### src/rtl/core/prqs_pkg.sv
// Shared types and constants for the priority ready queue scheduler.
`timescale 1ns / 1ps
package prqs_pkg;

	localparam int DEPTH_DEF = 16;

	typedef enum logic [2:0] {
		REQ_ADD    = 3'd0,
		REQ_REMOVE = 3'd1,
		REQ_UPDATE = 3'd2,
		REQ_SCHED  = 3'd3,
		REQ_TICK   = 3'd4,
		REQ_LOCK   = 3'd5,
		REQ_UNLOCK = 3'd6,
		REQ_CLEAR  = 3'd7
	} req_t;

	localparam logic [1:0] ST_OK      = 2'd0;
	localparam logic [1:0] ST_FULL    = 2'd1;
	localparam logic [1:0] ST_ABSENT  = 2'd2;
	localparam logic [1:0] ST_PRESENT = 2'd3;

	localparam logic CFG_RUN     = 1'b0;
	localparam logic CFG_PREEMPT = 1'b1;

	typedef enum logic [1:0] {
		OP_ADD    = 2'd0,
		OP_REMOVE = 2'd1,
		OP_UPDATE = 2'd2,
		OP_PICK   = 2'd3
	} op_t;

	typedef struct packed {
		logic [7:0] id;
		logic [7:0] prio;
		logic       ready;
	} entry_t;

	typedef struct packed {
		logic   start;
		op_t    op;
		entry_t ent;
	} eng_cmd_t;

	typedef struct packed {
		logic       done;
		logic [1:0] status;
		logic       hit;
		logic [7:0] hit_id;
	} eng_res_t;

endpackage

### src/rtl/core/prqs_ram.sv
// Generic single-write, single-read RAM with registered read data.
`timescale 1ns / 1ps
module prqs_ram #(
	parameter int WIDTH = 17,
	parameter int DEPTH = 16,
	parameter int AW    = (DEPTH > 1) ? $clog2(DEPTH) : 1
) (
	input  logic             clk,
	input  logic             we,
	input  logic [AW-1:0]    waddr,
	input  logic [WIDTH-1:0] wdata,
	input  logic [AW-1:0]    raddr,
	output logic [WIDTH-1:0] rdata
);

	logic [WIDTH-1:0] mem [DEPTH];

	always_ff @(posedge clk) begin
		if (we) begin
			mem[waddr] <= wdata;
		end
		rdata <= mem[raddr];
	end

endmodule

### src/rtl/core/prqs_table.sv
// Ready table engine: find, insert, remove, re-place and first-ready search over the RAM.
`timescale 1ns / 1ps
module prqs_table
	import prqs_pkg::*;
#(
	parameter int TABLE_DEPTH = DEPTH_DEF,
	parameter int CW          = $clog2(TABLE_DEPTH + 1)
) (
	input  logic          clk,
	input  logic          arst_n,
	input  eng_cmd_t      cmd,
	output eng_res_t      res,
	output logic [CW-1:0] fill
);

	localparam int AW = (TABLE_DEPTH > 1) ? $clog2(TABLE_DEPTH) : 1;

	typedef enum logic [6:0] {
		S_IDLE = 7'b0000001,
		S_FRD  = 7'b0000010,
		S_FUSE = 7'b0000100,
		S_SRD  = 7'b0001000,
		S_SUSE = 7'b0010000,
		S_INS  = 7'b0100000,
		S_IUSE = 7'b1000000
	} state_t;

	state_t        state_q;
	op_t           op_q;
	entry_t        ent_q;
	logic [CW-1:0] k_q, at_q, fill_q;
	logic          done_q, hit_q;
	logic [1:0]    status_q;
	logic [7:0]    hit_id_q;

	logic [CW-1:0] kp1, km1;
	logic          we, shift;
	logic [AW-1:0] waddr, raddr;
	entry_t        wdata, rdata;

	assign kp1 = k_q + CW'(1);
	assign km1 = k_q - CW'(1);

	// move the read entry down while it ranks below the one being placed
	assign shift = (rdata.prio < ent_q.prio) ||
		(op_q == OP_UPDATE && rdata.prio == ent_q.prio && km1 >= at_q);

	always_comb begin
		we    = 1'b0;
		waddr = k_q[AW-1:0];
		wdata = ent_q;
		raddr = k_q[AW-1:0];
		unique case (state_q)
			S_SRD:  raddr = kp1[AW-1:0];
			S_INS: begin
				raddr = km1[AW-1:0];
				we    = (k_q == '0);
			end
			S_SUSE: begin
				we    = 1'b1;
				wdata = rdata;
			end
			S_IUSE: begin
				we    = 1'b1;
				wdata = shift ? rdata : ent_q;
			end
			default: ;
		endcase
	end

	prqs_ram #(.WIDTH($bits(entry_t)), .DEPTH(TABLE_DEPTH), .AW(AW)) u_ram (
		.clk   (clk),
		.we    (we),
		.waddr (waddr),
		.wdata (wdata),
		.raddr (raddr),
		.rdata (rdata)
	);

	always_ff @(posedge clk or negedge arst_n) begin
		if (!arst_n) begin
			state_q  <= S_IDLE;
			fill_q   <= '0;
			done_q   <= 1'b0;
			op_q     <= OP_ADD;
			k_q      <= '0;
			at_q     <= '0;
			status_q <= ST_OK;
			hit_q    <= 1'b0;
			hit_id_q <= '0;
		end else begin
			unique case (state_q)
				S_IDLE: begin
					// an empty table answers at once, except for an add
					done_q <= cmd.start && (fill_q == '0) && (cmd.op != OP_ADD);
					if (cmd.start) begin
						op_q     <= cmd.op;
						ent_q    <= cmd.ent;
						k_q      <= '0;
						hit_q    <= 1'b0;
						status_q <= ((fill_q == '0) &&
							(cmd.op == OP_REMOVE || cmd.op == OP_UPDATE)) ? ST_ABSENT : ST_OK;
						if (fill_q != '0) begin
							state_q <= S_FRD;
						end else if (cmd.op == OP_ADD) begin
							state_q <= S_INS;
						end
					end
				end
				S_FRD: state_q <= S_FUSE;
				S_FUSE: begin
					if (op_q == OP_PICK && rdata.ready) begin
						hit_q    <= 1'b1;
						hit_id_q <= rdata.id;
						done_q   <= 1'b1;
						state_q  <= S_IDLE;
					end else if (op_q != OP_PICK && rdata.id == ent_q.id) begin
						at_q <= k_q;
						if (op_q == OP_ADD) begin
							status_q <= ST_PRESENT;
							done_q   <= 1'b1;
							state_q  <= S_IDLE;
						end else if (kp1 < fill_q) begin
							state_q <= S_SRD;
						end else if (op_q == OP_REMOVE) begin
							fill_q  <= fill_q - CW'(1);
							done_q  <= 1'b1;
							state_q <= S_IDLE;
						end else begin
							state_q <= S_INS;
						end
					end else if (kp1 == fill_q) begin
						if (op_q == OP_ADD && fill_q != CW'(TABLE_DEPTH)) begin
							k_q     <= fill_q;
							state_q <= S_INS;
						end else begin
							priority case (op_q)
								OP_ADD:  status_q <= ST_FULL;
								OP_PICK: status_q <= ST_OK;
								default: status_q <= ST_ABSENT;
							endcase
							done_q  <= 1'b1;
							state_q <= S_IDLE;
						end
					end else begin
						k_q     <= kp1;
						state_q <= S_FRD;
					end
				end
				S_SRD: state_q <= S_SUSE;
				S_SUSE: begin
					k_q <= kp1;
					if (kp1 < fill_q - CW'(1)) begin
						state_q <= S_SRD;
					end else if (op_q == OP_REMOVE) begin
						fill_q  <= fill_q - CW'(1);
						done_q  <= 1'b1;
						state_q <= S_IDLE;
					end else begin
						state_q <= S_INS;
					end
				end
				S_INS: begin
					if (k_q == '0) begin
						if (op_q == OP_ADD) begin
							fill_q <= fill_q + CW'(1);
						end
						done_q  <= 1'b1;
						state_q <= S_IDLE;
					end else begin
						state_q <= S_IUSE;
					end
				end
				S_IUSE: begin
					if (shift) begin
						k_q     <= km1;
						state_q <= S_INS;
					end else begin
						if (op_q == OP_ADD) begin
							fill_q <= fill_q + CW'(1);
						end
						done_q  <= 1'b1;
						state_q <= S_IDLE;
					end
				end
				default: state_q <= S_IDLE;
			endcase
		end
	end

	assign res  = '{done: done_q, status: status_q, hit: hit_q, hit_id: hit_id_q};
	assign fill = fill_q;

endmodule

### src/rtl/core/priority_ready_queue_scheduler.sv
// Top level: request handshake, configuration, run state, counters and result register.
//
//   port group   dir  contents
//   s_axis_*     in   request: req_type, task_id, task_priority, ready_flag
//   m_axis_*     out  result: status, switched, current_task, current_valid,
//                     entry_count, tick_total, switch_total, tick_stat
//   cfg_*        in   register write: index 0 run_enable, 1 preempt_enable
//
// One request at a time. A request without table work completes the cycle after its
// transfer, then loads the result register from T_PEND once that register is free.
// Table work walks the entries in the RAM (search walk, then shift walk and insertion
// walk) and reports done to this level before the result is formed.
// No clearing pass after reset; only entries below the fill count are read.
// A result held on m_axis stalls the loading of the next request's result, not its transfer.
`timescale 1ns / 1ps
module priority_ready_queue_scheduler
	import prqs_pkg::*;
#(
	parameter int TABLE_DEPTH = DEPTH_DEF
) (
	input  logic         clk,
	input  logic         arst_n,
	input  logic         s_axis_tvalid,
	output logic         s_axis_tready,
	// [2:0] req_type, [10:3] task_id, [18:11] task_priority, [19] ready_flag
	input  logic [23:0]  s_axis_tdata,
	output logic         m_axis_tvalid,
	input  logic         m_axis_tready,
	// [1:0] status, [2] switched, [10:3] current_task, [11] current_valid,
	// [16:12] entry_count, [48:17] tick_total, [80:49] switch_total, [112:81] tick_stat
	output logic [119:0] m_axis_tdata,
	input  logic         cfg_valid,
	output logic         cfg_ready,
	input  logic         cfg_index,
	input  logic         cfg_data
);

	localparam int CW = $clog2(TABLE_DEPTH + 1);

	typedef enum logic [3:0] {
		T_IDLE = 4'b0001,
		T_DISP = 4'b0010,
		T_WAIT = 4'b0100,
		T_PEND = 4'b1000
	} tstate_t;

	tstate_t       state_q;
	req_t          req_q;
	entry_t        ent_q;
	logic          run_en_q, pre_en_q, lock_q, run_valid_q;
	logic [7:0]    run_task_q;
	logic [31:0]   tick_q, stat_q, swc_q;
	logic [112:0]  pend_q, out_q;
	logic          out_valid_q;

	eng_cmd_t      cmd;
	eng_res_t      res;
	logic [CW-1:0] fill;

	logic          need_eng, complete, hit_v, sw;
	logic [1:0]    status_n;
	logic [31:0]   tick_n, stat_n, swc_n;
	logic [7:0]    task_n;
	logic          valid_n, lock_n;

	assign s_axis_tready = (state_q == T_IDLE);
	assign cfg_ready     = 1'b1;

	always_comb begin
		unique case (req_q)
			REQ_ADD, REQ_REMOVE, REQ_UPDATE: need_eng = 1'b1;
			REQ_SCHED: need_eng = run_en_q && !lock_q;
			REQ_TICK:  need_eng = run_en_q && pre_en_q && !lock_q;
			default:   need_eng = 1'b0;
		endcase
	end

	always_comb begin
		cmd.start = (state_q == T_DISP) && need_eng;
		cmd.ent   = ent_q;
		unique case (req_q)
			REQ_ADD:    cmd.op = OP_ADD;
			REQ_REMOVE: cmd.op = OP_REMOVE;
			REQ_UPDATE: cmd.op = OP_UPDATE;
			default:    cmd.op = OP_PICK;
		endcase
	end

	prqs_table #(.TABLE_DEPTH(TABLE_DEPTH), .CW(CW)) u_table (
		.clk    (clk),
		.arst_n (arst_n),
		.cmd    (cmd),
		.res    (res),
		.fill   (fill)
	);

	assign complete = ((state_q == T_DISP) && !need_eng) || ((state_q == T_WAIT) && res.done);
	assign hit_v    = (state_q == T_WAIT) && res.hit;

	always_comb begin
		status_n = ST_OK;
		sw       = 1'b0;
		tick_n   = tick_q;
		stat_n   = stat_q;
		swc_n    = swc_q;
		task_n   = run_task_q;
		valid_n  = run_valid_q;
		lock_n   = lock_q;
		unique case (req_q)
			REQ_ADD, REQ_REMOVE, REQ_UPDATE: status_n = res.status;
			REQ_LOCK:   lock_n = 1'b1;
			REQ_UNLOCK: lock_n = 1'b0;
			REQ_CLEAR: begin
				swc_n  = '0;
				stat_n = '0;
			end
			default: begin
				if (req_q == REQ_TICK && run_en_q) begin
					tick_n = tick_q + 32'd1;
					stat_n = stat_q + 32'd1;
				end
				if (hit_v && (!run_valid_q || run_task_q != res.hit_id)) begin
					sw      = 1'b1;
					task_n  = res.hit_id;
					valid_n = 1'b1;
					swc_n   = swc_q + 32'd1;
				end
			end
		endcase
	end

	always_ff @(posedge clk or negedge arst_n) begin
		if (!arst_n) begin
			state_q     <= T_IDLE;
			req_q       <= REQ_ADD;
			run_en_q    <= 1'b0;
			pre_en_q    <= 1'b1;
			lock_q      <= 1'b0;
			run_valid_q <= 1'b0;
			run_task_q  <= '0;
			tick_q      <= '0;
			stat_q      <= '0;
			swc_q       <= '0;
			out_valid_q <= 1'b0;
		end else begin
			if (cfg_valid) begin
				unique case (cfg_index)
					CFG_RUN:     run_en_q <= cfg_data;
					CFG_PREEMPT: pre_en_q <= cfg_data;
				endcase
			end
			if (m_axis_tready && state_q != T_PEND) begin
				out_valid_q <= 1'b0;
			end
			unique case (state_q)
				T_IDLE: begin
					if (s_axis_tvalid) begin
						req_q   <= req_t'(s_axis_tdata[2:0]);
						ent_q   <= '{id: s_axis_tdata[10:3], prio: s_axis_tdata[18:11],
							ready: s_axis_tdata[19]};
						state_q <= T_DISP;
					end
				end
				T_DISP, T_WAIT: begin
					if (state_q == T_DISP && need_eng) begin
						state_q <= T_WAIT;
					end
					if (complete) begin
						tick_q      <= tick_n;
						stat_q      <= stat_n;
						swc_q       <= swc_n;
						run_task_q  <= task_n;
						run_valid_q <= valid_n;
						lock_q      <= lock_n;
						pend_q      <= {stat_n, swc_n, tick_n, 5'(fill), valid_n, task_n, sw,
							status_n};
						state_q     <= T_PEND;
					end
				end
				T_PEND: begin
					// hold until the result register is free
					if (!out_valid_q || m_axis_tready) begin
						out_q       <= pend_q;
						out_valid_q <= 1'b1;
						state_q     <= T_IDLE;
					end
				end
				default: state_q <= T_IDLE;
			endcase
		end
	end

	assign m_axis_tvalid = out_valid_q;
	assign m_axis_tdata  = {7'd0, out_q};

endmodule
### config.mk
export PLATFORM = sky130hd
export DESIGN_NAME = priority_ready_queue_scheduler
export DESIGN_NICKNAME = d
export VERILOG_FILES = /design/src/rtl/core/prqs_pkg.sv /design/src/rtl/core/prqs_ram.sv /design/src/rtl/core/prqs_table.sv /design/src/rtl/core/priority_ready_queue_scheduler.sv
export SDC_FILE = /design/constraint.sdc
export NUM_CORES = 1
export LEC_CHECK = 0
export ABC_AREA = 1
export BUFFER_PORTS_ARGS = -buffer_cell sky130_fd_sc_hd__buf_2
export CORE_MARGIN = 8
export CORE_UTILIZATION = 62
export CTS_CLUSTER_DIAMETER = 80
export DETAILED_ROUTE_END_ITERATION = 10
export GPL_TIMING_DRIVEN = 0
export PLACE_DENSITY = 0.8
export REMOVE_ABC_BUFFERS = 1
export SLEW_MARGIN = 20
export SYNTH_ARGS = -nofsm -noshare
export SYNTH_HDL_FRONTEND = slang
export SYNTH_HIERARCHICAL = 1
export SYNTH_SLANG_ARGS = --single-unit
### constraint.sdc
create_clock -name clk -period 10.4 [get_ports clk]
set_input_delay 2.08 -clock clk [delete_from_list [all_inputs] [get_ports clk]]
set_output_delay 2.08 -clock clk [all_outputs]
set_load 0.01 [all_outputs]
# Word-level counts from Yosys, hierarchy flattened
# Memories as Yosys holds them, arrays and structs flattened. A register that Yosys moved wholly into a read port is not among the register bits.
# Cells that the tools add are included.
# word_totals
register_bits	412
ramBits	272
word_cells	241
n_memories	1
# classes
n_addsub	7
magnitude_cmp	4
eq_ne	52
muxes	82
n_bitwise	2
reduce_logical	63
# memory_table
memory	words	word_bits	read_ports	rd_ports_with_merged_regs	write_ports	line	rtl
u_table.u_ram.mem	16	17	1	1	1	prqs_ram.sv:16	logic [WIDTH-1:0] mem [DEPTH];
# ops
operator	count
2-to-1 mux 32 bit	4
case mux 32 bit (2 select lines)	2
adder 32 x 1 -> 32 bit, second input constant	3
2-to-1 mux 5 bit	15
2-to-1 mux 7 bit	9
case mux 7 bit (7 select lines)	1
case mux 5 bit (4 select lines)	2
case mux 17 bit (2 select lines)	1
2-to-1 mux 6 bit	4
AND reduction 3 bit	8
2-to-1 mux 1 bit	20
logical AND 1 bit	18
!= test 2 bit, second input constant	9
2-to-1 mux 17 bit	1
equality test 8 bit	2
2-to-1 mux 4 bit	4
2-to-1 mux 8 bit	2
2-to-1 mux 2 bit	7
AND reduction 2 bit	7
equality test 3 bit, second input constant	4
case mux 4 bit (3 select lines)	1
AND reduction 6 bit	2
adder 5 x 1 -> 5 bit, second input constant	2
logical NOT 5 bit	2
50 further kinds	80

# Depth between registers and ports, before layout
# logic_depth
ltp_word	8
ltp_mapped	17

# By module
# Netlist, hierarchy kept.
# by_module_without_submodules
mod	instances	cells_per_inst	area_each_um2	seq_area_each_um2
priority_ready_queue_scheduler	1	1618	15665.0	10202.3
prqs_ram	1	1139	12027.8	8508.2
prqs_table	1	574	4098.9	1412.6

# Worst setup path after synthesis
# No wires, ideal clock.
# synth_path
path_type	input-to-reg
start	input arst_n
end	register out_q[0], enable pin
setup_time_ns	0.723
arrival_ns	9.761
slack_ns	-0.084
stages	2
path_cell_list	inv_1 -> nor3_1
# synth_via
elab_chain_cells	1
# synth_lines
item	line	rtl
from (decl)	priority_ready_queue_scheduler.sv:22	input logic arst_n,
AND reduction 3 bit (no line)	n/a	
to (signal assigned)	priority_ready_queue_scheduler.sv:183	out_q <= pend_q;
to (decl)	priority_ready_queue_scheduler.sv:53	logic [112:0] pend_q, out_q;
# Every way passes these cells.
# A chain may end at the register's enable or synchronous reset.

# Worst setup path in the final report
# layout_path
start	input arst_n
end	register out_q[21], enable pin
# The elaborated chain is that of the path after synthesis.

==> flow_summary.json <==
{
  "outcome": "complete, no violations",
  "root_buffer": "clkbuf_16",
  "r2r_start": "u_table/k_q[0]",
  "dieArea_um2": 58800,
  "hold_buffers": 0,
  "drv_cap": 0,
  "min_period_over_period_pct": 51.2,
  "cts_max_path_buffers": 3,
  "first_pass_iters": 8,
  "routabilityCongestion": 0.904,
  "reg2reg_depth": 16,
  "initial_core_util_pct": 62.3,
  "cts_made_buffers": 70,
  "hp-class": "register to register",
  "antenna_found_initial": 0,
  "synth_area_leaders": "edfxtp_1, nand2_1, dfrtp_1",
  "worstPathRequired_ns": 10.70,
  "drive_gt1_share_pct": 10.7,
  "async_reset_ff_share_pct": 21.7,
  "max_freq_mhz": 188,
  "drc": 0,
  "slew_violations": 0,
  "synth_cells": 3331,
  "postCtsSetupRepairBufs": 0,
  "netlist_area_um2": 31800,
  "synth_flop_cell": "edfxtp_1",
  "grt_pass1_wl_mm": 119,
  "vias": 23400,
  "rsz0062_at_grt": "false",
  "grt_usage_pct": 25.1,
  "fp.dieH_um": 242,
  "ys_types": 49,
  "final_cell_mix": "nand2_1, edfxtp_1, inv_1, nand3_1, dfrtp_1",
  "path_clk_slew_ns": 0.06,
  "ys_seq_elements": 701,
  "portBuffers": 141,
  "fin_tns_setup_ns": 0,
  "fp.coreArea_um2": 51000,
  "endpoint_kind": "register",
  "cts_tree": "yes",
  "worst_hold_path.endpoint": "out_q[1]",
  "setup_viol": 0,
  "finalCriticalPeriod_ns": 5.32,
  "holdPathStages": 0,
  "synth_top_area_share_pct": 50.2,
  "clock_sinks": 701,
  "p_per_area_nw_per_um2": 190,
  "fillers": 3476,
  "vias_per_cell": 5.56,
  "synth_top_area_cell": "edfxtp_1",
  "num_antenna_cells": 0,
  "leakage_nw": 15.5,
  "cp-start-kind": "input port",
  "synth-seq-area-share_pct": 63.3,
  "layout.cells.non_filler": 4206,
  "worst_pin_slew_ns": 1.08,
  "synth_area_per_cell_um2": 9.54,
  "r2r_end": "u_table/u_ram/mem[1][11]",
  "synth-edff-count": 532,
  "hold-worst-slack_ns": 0.407,
  "place_ws_ns": 4.47,
  "num_rows": 83,
  "io_pins": 154,
  "r2r_slack_ns": 6.03,
  "critical_path_class": "input port to register",
  "grt_pass1_vias": 23100,
  "wl_per_cell_um": 17.8,
  "maxSlewHeadroom_pct": 27.5,
  "die-width_um": 242,
  "setup_slack_ns": 5.08,
  "yosysWarningCount": 6,
  "ant_nets": 0,
  "clock_latency_ns": 0.62,
  "ir_worst_vdd_uv": 159,
  "finalClockSkew_ns": 0.0280,
  "htree_levels": 3,
  "gr-total-overflow": 0,
  "finalHoldViolCount": 0,
  "cp_max_fo": 62,
  "drtIter0Drc": 2513,
  "dp.cells": 4078,
  "min_from": "pend_q[1]",
  "nets": 3539,
  "grt_max_degree": 94,
  "cts_resized": 0,
  "mostFrequentLayoutCell": "nand2_1",
  "arrival_ns": 5.62,
  "finish.utilization_pct": 70.8,
  "dpl.hpwl_mm": 47.5,
  "syn_to_final_growth_pct": 13.6,
  "wirelength_mm": 74.7
}
-- cell type report --
type | count | area [µm²] | area share [%]
inverters | 438 | 1660 | 4.60
clock inverters | 36 | 427 | 1.18
well taps | 680 | 851 | 2.36
flip-flops and latches | 701 | 20100 | 55.7
multi-input cells | 2080 | 9650 | 26.7
repair buffers | 179 | 1430 | 3.95
clock buffers | 92 | 1980 | 5.48
-- flip-flops by register name, summed over array words and instances (netlist names), 2 cells and up --
signal / cells
u_table/u_ram/mem: 272
out_q: 113
pend_q: 113
stat_q: 32
swc_q: 32
tick_q: 32
cmd: 17
u_table/ent_q: 17
u_table/u_ram/rdata: 17
run_task_q: 8
u_table/hit_id_q: 8
u_table/state_q: 7
u_table/at_q: 5
u_table/fill: 5
u_table/k_q: 5
state_q: 4
req_q: 3
u_table/op_q: 2
u_table/status_q: 2
-- metal layers --
metal	share of wire (%)	global-route usage (%)	up-vias	wire length, µm
li1	-	-	11000	-
met1	38	30.9	10900	28600
met2	50	42.6	1159	37100
met3	8.4	4.72	223	6270
met4	3.6	11.6	0	2690
met5	0	0	-	0
-- kinds of logic (layout without fill, tap and decap cells) --
family | after synthesis | count (layout) | share of synthesized area, %
xor+xnor | 47 | 47 | 1.29
fa+ha+maj | 38 | 38 | 1.50
other cells | 2 | 8 | 0.0236
flops | 701 | 701 | 63.3
simple gates | 1828 | 1828 | 24.1
compound gates | 159 | 159 | 2.66
buf+inv | 556 | 745 | 7.11
-- how the worst max path moves through the flow --
stage | from | endpoint | slack [ns] | cells past startpoint
floorplan | arst_n | out_q[0] | -0.08 | 2
global placement | arst_n | out_q[23] | -5.40 | 3
detailed placement | arst_n | out_q[23] | 4.47 | 13
CTS | arst_n | out_q[23] | 5.03 | 13
global route | arst_n | out_q[18] | 4.73 | 13
finish | arst_n | out_q[21] | 5.08 | 13
-- cells in the mapped netlist, types with 2 or more instances --
cell,number
nor2_2,16
o221ai_1,3
o21ai_0,98
nand3_1,345
a31oi_1,3
or2_2,2
o211ai_1,7
xor2_1,33
nand2_2,10
nor3_1,32
buf_6,4
and2_1,8
a21oi_1,21
dfxtp_1,17
inv_1,422
nor4_1,2
nand3_2,2
nand2_1,1189
buf_1,6
clkinv_1,2
o21ai_1,20
nand4_1,27
buf_2,40
clkbuf_1,44
ha_1,38
dfrtp_1,149
dfstp_2,3
nand3b_1,15
nor3_4,2
conb_1,2
inv_2,12
nor2_4,8
edfxtp_1,532
xnor2_1,14
clkbuf_2,2
buf_4,22
nor2_1,167
-- through the flow --
stage	cell area, µm²	total power [W]
final	36100	0.00687
after global routing	36100	0.00713
after CTS	36100	0.00689
after detailed placement	33700	0.00429
after floorplan	31200	0.00393
after global placement	32800	0.00423
-- power by group --
part	switching [W]	leakage (nW)	total (W)	internal, W
combinational	0.000720	7.33	0.00101	0.000294
clock	0.00106	1.15	0.00261	0.00155
sequential	0.0000997	7.05	0.00325	0.00315
total	0.00188	15.5	0.00687	0.00499
-- critical path, stage by stage --
cell    delay (ns)
buf_8         0.37
inv_1         0.22
nor3_2        0.60
buf_6         0.24
buf_4         0.21
buf_4         0.22
buf_4         0.23
buf_4         0.22
buf_4         0.24
buf_4         0.23
buf_4         0.22
buf_4         0.22
buf_4         0.22
Note: power is estimated with default switching activity, not from simulation.
